### src/rtl/core/video_frame_presentation_queue_defines.svh
// Assertion macros for the video frame presentation queue.
`ifndef VIDEO_FRAME_PRESENTATION_QUEUE_DEFINES_SVH
`define VIDEO_FRAME_PRESENTATION_QUEUE_DEFINES_SVH

`ifndef SYNTHESIS
`define VFPQ_ASSERT_IMP(lbl, ante, cons, msg) \
  lbl: assert property (@(posedge clk) disable iff (!rst_n) (ante) |-> (cons)) \
    else $error(msg);
`define VFPQ_ASSERT_NXT(lbl, ante, cons, msg) \
  lbl: assert property (@(posedge clk) disable iff (!rst_n) (ante) |=> (cons)) \
    else $error(msg);
`else
`define VFPQ_ASSERT_IMP(lbl, ante, cons, msg)
`define VFPQ_ASSERT_NXT(lbl, ante, cons, msg)
`endif

`endif

### src/rtl/core/vfpq_pkg.sv
// Shared types and constants of the video frame presentation queue.
package vfpq_pkg;

  localparam int FUNC_W    = 3;
  localparam int HANDLE_W  = 16;
  localparam int CFG_W     = 5;
  localparam int CFG_IDX_W = 4;
  localparam int DROP_W    = 32;

  typedef enum logic [FUNC_W-1:0] {
    FUNC_STATUS = 3'd0,
    FUNC_QUERY  = 3'd1,
    FUNC_SEEK   = 3'd2,
    FUNC_EOS    = 3'd3,
    FUNC_SAMPLE = 3'd4
  } func_t;

  localparam logic [CFG_IDX_W-1:0] CFG_MAX_CACHED = 4'd0;
  localparam logic [CFG_IDX_W-1:0] CFG_PREROLL    = 4'd1;

  localparam logic [CFG_W-1:0] MAX_CACHED_RST = 5'd12;
  localparam logic [CFG_W-1:0] PREROLL_RST    = 5'd8;

endpackage

### src/rtl/core/vfpq_mem.sv
// Frame queue storage: one write port, one read port with registered read data.
module vfpq_mem #(
  parameter int DEPTH = 16,
  parameter int DATA_W = 65,
  localparam int AddrW = $clog2(DEPTH)
) (
  input  logic              clk,
  input  logic              we,
  input  logic [AddrW-1:0]  waddr,
  input  logic [DATA_W-1:0] wdata,
  input  logic [AddrW-1:0]  raddr,
  output logic [DATA_W-1:0] rdata
);

  logic [DATA_W-1:0] mem [DEPTH];
  logic [DATA_W-1:0] rdata_r;

  always_ff @(posedge clk) begin
    if (we) begin
      mem[waddr] <= wdata;
    end
  end

  always_ff @(posedge clk) begin
    rdata_r <= mem[raddr];
  end

  assign rdata = rdata_r;

endmodule

### src/rtl/core/video_frame_presentation_queue.sv
// Video frame presentation queue: frame FIFO with seek preroll and display pop.
//
// Input channel (in_valid/in_stall) carries one command item: decoder status,
// display query, seek, end-of-stream write or sample write. Each item yields
// exactly one status item on the output channel (out_valid/out_stall).
// The block works on one item at a time; in_stall is high from acceptance
// until the result is loaded into the output register.
// Each command goes from acceptance through ST_EXEC to ST_OUT, where its
// result is loaded; a display query on a non-empty queue passes through
// ST_CMP between them and stays there while frames are popped. The pop loop
// walks the frame memory one entry per cycle through its registered read port.
// A new item is accepted the cycle after the previous result is loaded, so the
// block never takes a new item before the last one is through.
// The output register frees the core: a stalled result holds, and the block
// finishes the next item up to the load, waiting only while out_valid is high
// and out_stall is asserted.
// Configuration (cfg_valid/cfg_ready, always ready) writes max_cached_frames
// at index 0 and preroll_frames at index 1; write only while idle.
// Reset (rst_n low, synchronous) empties the queue, clears seek, end of stream
// and drop count, and restores the register defaults 12 and 8.
`include "video_frame_presentation_queue_defines.svh"

module video_frame_presentation_queue #(
  parameter int QUEUE_DEPTH = 16,
  parameter int TIME_WIDTH = 48
) (
  input  logic                                  clk,
  input  logic                                  rst_n,
  input  logic                                  in_valid,
  output logic                                  in_stall,
  input  logic [vfpq_pkg::FUNC_W-1:0]           in_func,
  input  logic                                  in_has_frame,
  input  logic [vfpq_pkg::HANDLE_W-1:0]         in_frame_handle,
  input  logic [TIME_WIDTH-1:0]                 in_frame_pts,
  input  logic                                  in_frame_is_eos,
  input  logic                                  in_decoder_needs_input,
  input  logic [TIME_WIDTH-1:0]                 in_query_time,
  input  logic [TIME_WIDTH-1:0]                 in_seek_time,
  output logic                                  out_valid,
  input  logic                                  out_stall,
  output logic                                  out_shown_valid,
  output logic [vfpq_pkg::HANDLE_W-1:0]         out_shown_handle,
  output logic                                  out_shown_is_eos,
  output logic [vfpq_pkg::DROP_W-1:0]           out_dropped_count,
  output logic                                  out_can_accept,
  output logic                                  out_eos_played,
  output logic                                  out_seek_active,
  output logic                                  out_sample_rejected,
  output logic                                  out_queue_overflow,
  input  logic                                  cfg_valid,
  output logic                                  cfg_ready,
  input  logic [vfpq_pkg::CFG_IDX_W-1:0]        cfg_index,
  input  logic [vfpq_pkg::CFG_W-1:0]            cfg_data
);

  localparam int ADDR_W  = $clog2(QUEUE_DEPTH);
  localparam int CNT_W   = $clog2(QUEUE_DEPTH + 1);
  localparam int SUM_W   = CNT_W + 1;
  localparam int CMP_W   = (CNT_W > vfpq_pkg::CFG_W) ? CNT_W : vfpq_pkg::CFG_W;
  localparam int ENTRY_W = TIME_WIDTH + vfpq_pkg::HANDLE_W + 1;
  localparam logic [CNT_W-1:0]  DEPTH_CNT = CNT_W'(QUEUE_DEPTH);
  localparam logic [CNT_W-1:0]  ONE_CNT   = CNT_W'(1);
  localparam logic [SUM_W-1:0]  DEPTH_SUM = SUM_W'(QUEUE_DEPTH);
  localparam logic [ADDR_W-1:0] LAST_ADDR = ADDR_W'(QUEUE_DEPTH - 1);

  typedef enum logic [3:0] {
    ST_IDLE = 4'b0001,
    ST_EXEC = 4'b0010,
    ST_CMP  = 4'b0100,
    ST_OUT  = 4'b1000
  } state_t;

  state_t state_r, state_nxt;

  // latched item
  vfpq_pkg::func_t                 func_r;
  logic                            has_frame_r;
  logic [vfpq_pkg::HANDLE_W-1:0]   handle_r;
  logic [TIME_WIDTH-1:0]           pts_r;
  logic                            fr_eos_r;
  logic                            needs_r;
  logic [TIME_WIDTH-1:0]           qtime_r;
  logic [TIME_WIDTH-1:0]           stime_r;

  // queue and player state
  logic [ADDR_W-1:0]               head_r, head_nxt;
  logic [CNT_W-1:0]                count_r, count_nxt;
  logic                            last_valid_r, last_valid_nxt;
  logic [vfpq_pkg::HANDLE_W-1:0]   last_handle_r, last_handle_nxt;
  logic                            last_eos_r, last_eos_nxt;
  logic                            shown_r, shown_nxt;
  logic                            seeking_r, seeking_nxt;
  logic [TIME_WIDTH-1:0]           target_r, target_nxt;
  logic                            eos_wr_r, eos_wr_nxt;
  logic                            wants_r, wants_nxt;
  logic [vfpq_pkg::DROP_W-1:0]     drop_r, drop_nxt;
  logic                            rejected_r, rejected_nxt;
  logic                            overflow_r, overflow_nxt;
  logic [vfpq_pkg::CFG_W-1:0]      max_cached_r;
  logic [vfpq_pkg::CFG_W-1:0]      preroll_r;

  logic                            out_valid_r, out_valid_nxt;
  logic                            out_load;
  logic                            sh_valid_r;
  logic [vfpq_pkg::HANDLE_W-1:0]   sh_handle_r;
  logic                            sh_eos_r;
  logic [vfpq_pkg::DROP_W-1:0]     sh_drop_r;
  logic                            sh_accept_r;
  logic                            sh_played_r;
  logic                            sh_seek_r;
  logic                            sh_rej_r;
  logic                            sh_ovf_r;

  // memory port
  logic                            mem_we;
  logic [ADDR_W-1:0]               mem_waddr;
  logic [ENTRY_W-1:0]              mem_wdata;
  logic [ADDR_W-1:0]               mem_raddr;
  logic [ENTRY_W-1:0]              mem_rdata;
  logic [TIME_WIDTH-1:0]           rd_time;
  logic [vfpq_pkg::HANDLE_W-1:0]   rd_handle;
  logic                            rd_eos;

  logic                            accept;
  logic                            too_early;
  logic                            seek_keep;
  logic                            full;
  logic                            do_push;
  logic [CNT_W-1:0]                cnt_push;
  logic                            preroll_hit;
  logic [SUM_W-1:0]                slot_sum;
  logic [SUM_W-1:0]                slot_wrap;
  logic [ADDR_W-1:0]               head_inc;
  logic                            pop;

  assign in_stall  = (state_r != ST_IDLE);
  assign accept    = in_valid && !in_stall;
  assign cfg_ready = 1'b1;

  assign {rd_eos, rd_handle, rd_time} = mem_rdata;

  vfpq_mem #(
    .DEPTH  (QUEUE_DEPTH),
    .DATA_W (ENTRY_W)
  ) u_mem (
    .clk   (clk),
    .we    (mem_we),
    .waddr (mem_waddr),
    .wdata (mem_wdata),
    .raddr (mem_raddr),
    .rdata (mem_rdata)
  );

  always_comb begin
    too_early   = seeking_r && !fr_eos_r && ($signed(pts_r) < $signed(target_r));
    seek_keep   = seeking_r && !fr_eos_r;
    full        = (count_r >= DEPTH_CNT);
    do_push     = !too_early && !full;
    cnt_push    = do_push ? count_r + ONE_CNT : count_r;
    preroll_hit = (CMP_W'(cnt_push) >= CMP_W'(preroll_r));
    slot_sum    = SUM_W'(head_r) + SUM_W'(count_r);
    slot_wrap   = (slot_sum >= DEPTH_SUM) ? slot_sum - DEPTH_SUM : slot_sum;
    head_inc    = (head_r == LAST_ADDR) ? '0 : head_r + ADDR_W'(1);
    pop         = (count_r > ONE_CNT) && ($signed(rd_time) < $signed(qtime_r));
  end

  always_comb begin
    state_nxt       = state_r;
    head_nxt        = head_r;
    count_nxt       = count_r;
    last_valid_nxt  = last_valid_r;
    last_handle_nxt = last_handle_r;
    last_eos_nxt    = last_eos_r;
    shown_nxt       = shown_r;
    seeking_nxt     = seeking_r;
    target_nxt      = target_r;
    eos_wr_nxt      = eos_wr_r;
    wants_nxt       = wants_r;
    drop_nxt        = drop_r;
    rejected_nxt    = rejected_r;
    overflow_nxt    = overflow_r;
    out_valid_nxt   = out_valid_r && out_stall;
    out_load        = 1'b0;
    mem_we          = 1'b0;
    mem_waddr       = slot_wrap[ADDR_W-1:0];
    mem_wdata       = {fr_eos_r, handle_r, pts_r};
    mem_raddr       = head_r;

    unique case (state_r)
      ST_IDLE: begin
        if (accept) begin
          state_nxt = ST_EXEC;
        end
      end
      ST_EXEC: begin
        rejected_nxt = 1'b0;
        overflow_nxt = 1'b0;
        state_nxt    = ST_OUT;
        unique case (func_r)
          vfpq_pkg::FUNC_STATUS: begin
            if (has_frame_r) begin
              seeking_nxt = seek_keep;
              if (!too_early) begin
                if (full) begin
                  overflow_nxt = 1'b1;
                end else begin
                  mem_we    = 1'b1;
                  count_nxt = cnt_push;
                  if (count_r == '0) begin
                    shown_nxt = 1'b0;
                  end
                end
              end
              if (seek_keep && preroll_hit) begin
                seeking_nxt = 1'b0;
              end
            end
            wants_nxt = needs_r;
          end
          vfpq_pkg::FUNC_QUERY: begin
            if (count_r != '0) begin
              state_nxt = ST_CMP;
            end
          end
          vfpq_pkg::FUNC_SEEK: begin
            target_nxt  = stime_r[TIME_WIDTH-1] ? '0 : stime_r;
            seeking_nxt = 1'b1;
            eos_wr_nxt  = 1'b0;
            head_nxt    = '0;
            count_nxt   = '0;
            shown_nxt   = 1'b0;
          end
          vfpq_pkg::FUNC_EOS: begin
            eos_wr_nxt = 1'b1;
          end
          vfpq_pkg::FUNC_SAMPLE: begin
            if (eos_wr_r) begin
              rejected_nxt = 1'b1;
            end else begin
              wants_nxt = 1'b0;
            end
          end
          default: ;
        endcase
      end
      ST_CMP: begin
        if (pop) begin
          if (!shown_r) begin
            drop_nxt = drop_r + 32'd1;
          end
          head_nxt  = head_inc;
          count_nxt = count_r - ONE_CNT;
          shown_nxt = 1'b0;
          mem_raddr = head_inc;
        end else begin
          last_valid_nxt  = 1'b1;
          last_handle_nxt = rd_handle;
          last_eos_nxt    = rd_eos;
          shown_nxt       = 1'b1;
          state_nxt       = ST_OUT;
        end
      end
      ST_OUT: begin
        if (!out_valid_r || !out_stall) begin
          out_load      = 1'b1;
          out_valid_nxt = 1'b1;
          state_nxt     = ST_IDLE;
        end
      end
      default: state_nxt = ST_IDLE;
    endcase
  end

  always_ff @(posedge clk) begin
    if (!rst_n) begin
      state_r       <= ST_IDLE;
      head_r        <= '0;
      count_r       <= '0;
      last_valid_r  <= 1'b0;
      last_handle_r <= '0;
      last_eos_r    <= 1'b0;
      shown_r       <= 1'b0;
      seeking_r     <= 1'b0;
      target_r      <= '0;
      eos_wr_r      <= 1'b0;
      wants_r       <= 1'b1;
      drop_r        <= '0;
      rejected_r    <= 1'b0;
      overflow_r    <= 1'b0;
      out_valid_r   <= 1'b0;
    end else begin
      state_r       <= state_nxt;
      head_r        <= head_nxt;
      count_r       <= count_nxt;
      last_valid_r  <= last_valid_nxt;
      last_handle_r <= last_handle_nxt;
      last_eos_r    <= last_eos_nxt;
      shown_r       <= shown_nxt;
      seeking_r     <= seeking_nxt;
      target_r      <= target_nxt;
      eos_wr_r      <= eos_wr_nxt;
      wants_r       <= wants_nxt;
      drop_r        <= drop_nxt;
      rejected_r    <= rejected_nxt;
      overflow_r    <= overflow_nxt;
      out_valid_r   <= out_valid_nxt;
    end
  end

  always_ff @(posedge clk) begin
    if (!rst_n) begin
      max_cached_r <= vfpq_pkg::MAX_CACHED_RST;
      preroll_r    <= vfpq_pkg::PREROLL_RST;
    end else if (cfg_valid) begin
      unique case (cfg_index)
        vfpq_pkg::CFG_MAX_CACHED: max_cached_r <= cfg_data;
        vfpq_pkg::CFG_PREROLL:    preroll_r    <= cfg_data;
        default: ;
      endcase
    end
  end

  always_ff @(posedge clk) begin
    if (accept) begin
      func_r      <= vfpq_pkg::func_t'(in_func);
      has_frame_r <= in_has_frame;
      handle_r    <= in_frame_handle;
      pts_r       <= in_frame_pts;
      fr_eos_r    <= in_frame_is_eos;
      needs_r     <= in_decoder_needs_input;
      qtime_r     <= in_query_time;
      stime_r     <= in_seek_time;
    end
  end

  always_ff @(posedge clk) begin
    if (out_load) begin
      sh_valid_r  <= last_valid_r;
      sh_handle_r <= last_valid_r ? last_handle_r : '0;
      sh_eos_r    <= last_valid_r && last_eos_r;
      sh_drop_r   <= drop_r;
      sh_accept_r <= (CMP_W'(count_r) < CMP_W'(max_cached_r)) && !eos_wr_r && wants_r;
      sh_played_r <= eos_wr_r && (count_r <= ONE_CNT);
      sh_seek_r   <= seeking_r;
      sh_rej_r    <= rejected_r;
      sh_ovf_r    <= overflow_r;
    end
  end

  assign out_valid           = out_valid_r;
  assign out_shown_valid     = sh_valid_r;
  assign out_shown_handle    = sh_handle_r;
  assign out_shown_is_eos    = sh_eos_r;
  assign out_dropped_count   = sh_drop_r;
  assign out_can_accept      = sh_accept_r;
  assign out_eos_played      = sh_played_r;
  assign out_seek_active     = sh_seek_r;
  assign out_sample_rejected = sh_rej_r;
  assign out_queue_overflow  = sh_ovf_r;

  `VFPQ_ASSERT_IMP(a_count_bound, 1'b1, count_r <= DEPTH_CNT, "queue count above depth")
  `VFPQ_ASSERT_IMP(a_cmp_nonempty, state_r == ST_CMP, count_r != '0, "pop walk on empty queue")
  `VFPQ_ASSERT_NXT(a_accept_exec, accept, state_r == ST_EXEC, "accepted item not executed")
  `VFPQ_ASSERT_NXT(a_drop_in_cmp, state_r != ST_CMP, drop_r == $past(drop_r), "drop count moved")
  `VFPQ_ASSERT_NXT(a_out_load, out_load, out_valid_r && state_r == ST_IDLE, "result not loaded")

endmodule

### config.mk
export PLATFORM = sky130hd
export DESIGN_NAME = video_frame_presentation_queue
export DESIGN_NICKNAME = d
export VERILOG_FILES = /design/src/rtl/core/vfpq_pkg.sv /design/src/rtl/core/vfpq_mem.sv /design/src/rtl/core/video_frame_presentation_queue.sv
export VERILOG_INCLUDE_DIRS = /design/src /design/src/rtl/core
export SDC_FILE = /design/constraint.sdc
export NUM_CORES = 2
export LEC_CHECK = 0
export BUFFER_PORTS_ARGS = -buffer_cell sky130_fd_sc_hd__buf_2
export CAP_MARGIN = 10
export CORE_UTILIZATION = 30
export DETAILED_ROUTE_END_ITERATION = 12
export GPL_TIMING_DRIVEN = 0
export PLACE_DENSITY = 0.47
export REMOVE_ABC_BUFFERS = 1
export SETUP_SLACK_MARGIN = 0.5
export SLEW_MARGIN = 20
export SYNTH_ARGS = -nofsm -noshare
export SYNTH_HDL_FRONTEND = slang
export SYNTH_SLANG_ARGS = --single-unit
### constraint.sdc
create_clock -name clk -period 25.4 [get_ports clk]
set_input_delay 2.54 -clock clk [delete_from_list [all_inputs] [get_ports clk]]
set_output_delay 2.54 -clock clk [all_outputs]
set_load 0.01 [all_outputs]
==> flow_summary.json <==
{
  "nNetsFinal": 5420,
  "maxCapViolCount": 0,
  "final_cell_area_mm2": 0.0745,
  "clockRootBuffer": "clkbuf_16",
  "grt_pass1_vias": 41200,
  "p_per_area_mw_per_mm2": 68.5,
  "ys_warn_count": 0,
  "syn_inst": 4906,
  "finalMaxSlewViolations": 0,
  "dieHeight_um": 454,
  "rsz0062_at_grt": "false",
  "hold_violations": 0,
  "core-area_mm2": 0.203,
  "ys_ff_latch": 1453,
  "vias_per_cell": 5.19,
  "num_vias": 41200,
  "setup_tns_ns": 0,
  "synth-async-reset-ratio_pct": 0,
  "remaining_drc_errors": 0,
  "yosysSeqAreaShare_pct": 68.1,
  "ir_worst_vdd_v": 0.0000563,
  "end_kind": "flop",
  "grt.overflow.total": 0,
  "clock.fmax_mhz": 114,
  "antenna_found_initial": 3,
  "holdBufCountCts": 0,
  "post_cts_resized": 0,
  "synth_edf_count": 1261,
  "synthesis.area_mm2": 0.0612,
  "num_rows": 165,
  "place_hpwl_um": 125000,
  "postSynthAreaPerCell_um2": 12.5,
  "cts_tree": "built",
  "clock_path_buffers": 3,
  "worst_ep_arrival_time_ns": 9.26,
  "final_common_cell": "edfxtp_1",
  "layout_common_cells": "edfxtp_1, nand2_1, nand3_1, o21ai_0, a21oi_1",
  "cp-start-kind": "flop",
  "cts_inserted_buffers": 167,
  "grt_max_degree": 75,
  "drtIter0Drc": 3243,
  "synthDistinctLibCells": 72,
  "worstMarginPinSlew_ns": 1.24,
  "dieArea_mm2": 0.206,
  "finalCriticalPeriod_ns": 8.77,
  "period_share_pct": 34.5,
  "path_clk_slew_ns": 0.06,
  "min_path_type": "flop to flop",
  "final_antenna_net_count": 0,
  "setup_viol": 0,
  "leakage_nw": 25.4,
  "synth-main-ff-cell": "edfxtp_1",
  "start_util_pct": 30.2,
  "ios": 238,
  "dpl-instance-area_mm2": 0.0692,
  "grt_pass1_wl_um": 276000,
  "cts_setup_buffers": 0,
  "drt_wl_total_um": 189000,
  "crit_type": "flop to flop",
  "cts.sinks": 1453,
  "port_buffers": 236,
  "wl_per_cell_um": 23.8,
  "dr.pass1.iters": 6,
  "outcome": "finished clean",
  "insertion_delay_ns": 0.81,
  "area_delta_synth_final_pct": 21.7,
  "diodes": 0,
  "worstPathMaxFanout": 17,
  "die_w_um": 454,
  "drive_gt1_share_pct": 15.2,
  "slew_headroom_pct": 16.8,
  "grtUsageTotal_pct": 18.1,
  "globalplace.congestion": 0.729,
  "fin_skew_ns": 0.0359,
  "cp.required_ns": 25.89,
  "htree_levels": 4
}
[final timing paths]
kind	from	end	slack, ns	cells past startpoint
worst min-delay path	drop_r[2]	out_dropped_count[2]	0.43	0
worst min register to register	drop_r[2]	out_dropped_count[2]	0.43	0
worst max register to register	pts_r[43]	u_mem.mem[3][12]	16.63	14
worst max-delay path	pts_r[43]	u_mem.mem[3][12]	16.63	14
[sequential cells by signal, summed over array words and instances (netlist names), 3 cells and up]
signal and flops:
qtime_r 48, preroll_r 5, u_mem.rdata 65, count_r 5, func_r 3, pts_r 48, out_shown_handle 16, out_dropped_count 32
head_r 4, stime_r 48, handle_r 16, max_cached_r 5, target_r 47, u_mem.mem 1040, drop_r 32, state_r 4
last_handle_r 16
[cell type report]
type | instances | area (um^2)
sequential | 1453 | 41700
inverter | 120 | 453
multi-input combinational | 2948 | 18000
timing repair buffer | 439 | 5720
clock inverter | 75 | 721
clock buffer | 233 | 4620
tap | 2672 | 3340
fill | 19200 | 128000
[synth_stat cells (all sizes together) (7+ instances only)]
master  count  area [um^2]
edfxtp   1261        37900
nand2     688         2580
nand3     420         2110
o21ai     334         1670
clkbuf    327         1230
a21oi     248         1240
dfxtp     192         3840
and3      144          901
a211oi    136         1030
nand2b    136          851
inv       120          450
nor2      112          433
ha        110         1380
o211ai     69          518
a32oi      67          587
mux2       67          754
a311oi     66          596
o311ai     65          569
o32ai      65          569
buf        58          287
a21o       29          218
mux2i      26          260
and2       24          150
xnor2      19          166
xor2       19          166
nand4      15         93.8
nor3       14         70.1
nor2b       8         50.1
a31oi       7         43.8
or3         7         43.8
[through the flow]
| step | instances | hold WS, ns | worst slack [ns] | utilization, % | total power, mW |
|---|---|---|---|---|---|
| floorplan | 4521 | 0.408 | 9.30 | - | 2.73 |
| global placement | 7429 | 0.423 | -29.79 | 31.7 | 2.79 |
| detailed placement | 7632 | 0.425 | 16.35 | 34.2 | 2.79 |
| CTS | 7940 | 0.440 | 16.30 | 36.8 | 5.17 |
| global route | 7940 | 0.461 | 16.35 | 36.8 | 5.27 |
| finish | 7940 | 0.432 | 16.63 | 36.8 | 5.10 |
[metal layers]
layer	up-vias	wire length [um]	track usage, %
met4	0	7550	7.83
met3	348	9210	2.73
li1	19000	-	-
met5	-	0	0
met2	1233	94000	31.2
met1	20700	78100	22.3
[worst max-delay path, cell delays in order, from the launching register on]
cell and delay (ns):
edfxtp_1 0.71, ha_1 0.46, nand4_1 0.56, nor4b_1 1.06, nand2_1 0.50, nor3_1 0.75, nand3_1 0.48, nor4_2 0.65
buf_6 0.22, o2111ai_1 0.23, a211oi_2 0.83, nand4_1 0.62, nor2_4 0.84, buf_12 0.27, buf_16 0.19
[where the power goes]
part	total [mW]	leakage, nW	internal (mW)	switching, mW
Combinational	0.0759	9.75	0.0293	0.0465
Sequential	2.66	13.0	2.62	0.0402
Clock	2.37	2.60	1.38	0.983
Total	5.10	25.4	4.03	1.07
[cell families after synthesis]
kind of cell | count (synthesis) | synth area share, %
and+or+nand+nor | 1586 | 12.1
DFF | 1453 | 68.1
AOI/OAI and AO/OA | 1119 | 12.0
buffers and inverters | 505 | 3.21
adders and majority gates | 111 | 2.28
muxes | 93 | 1.66
xor gates and xnor gates | 38 | 0.544
other | 1 | 0.00613
Note: power is estimated with default switching activity, not from simulation.
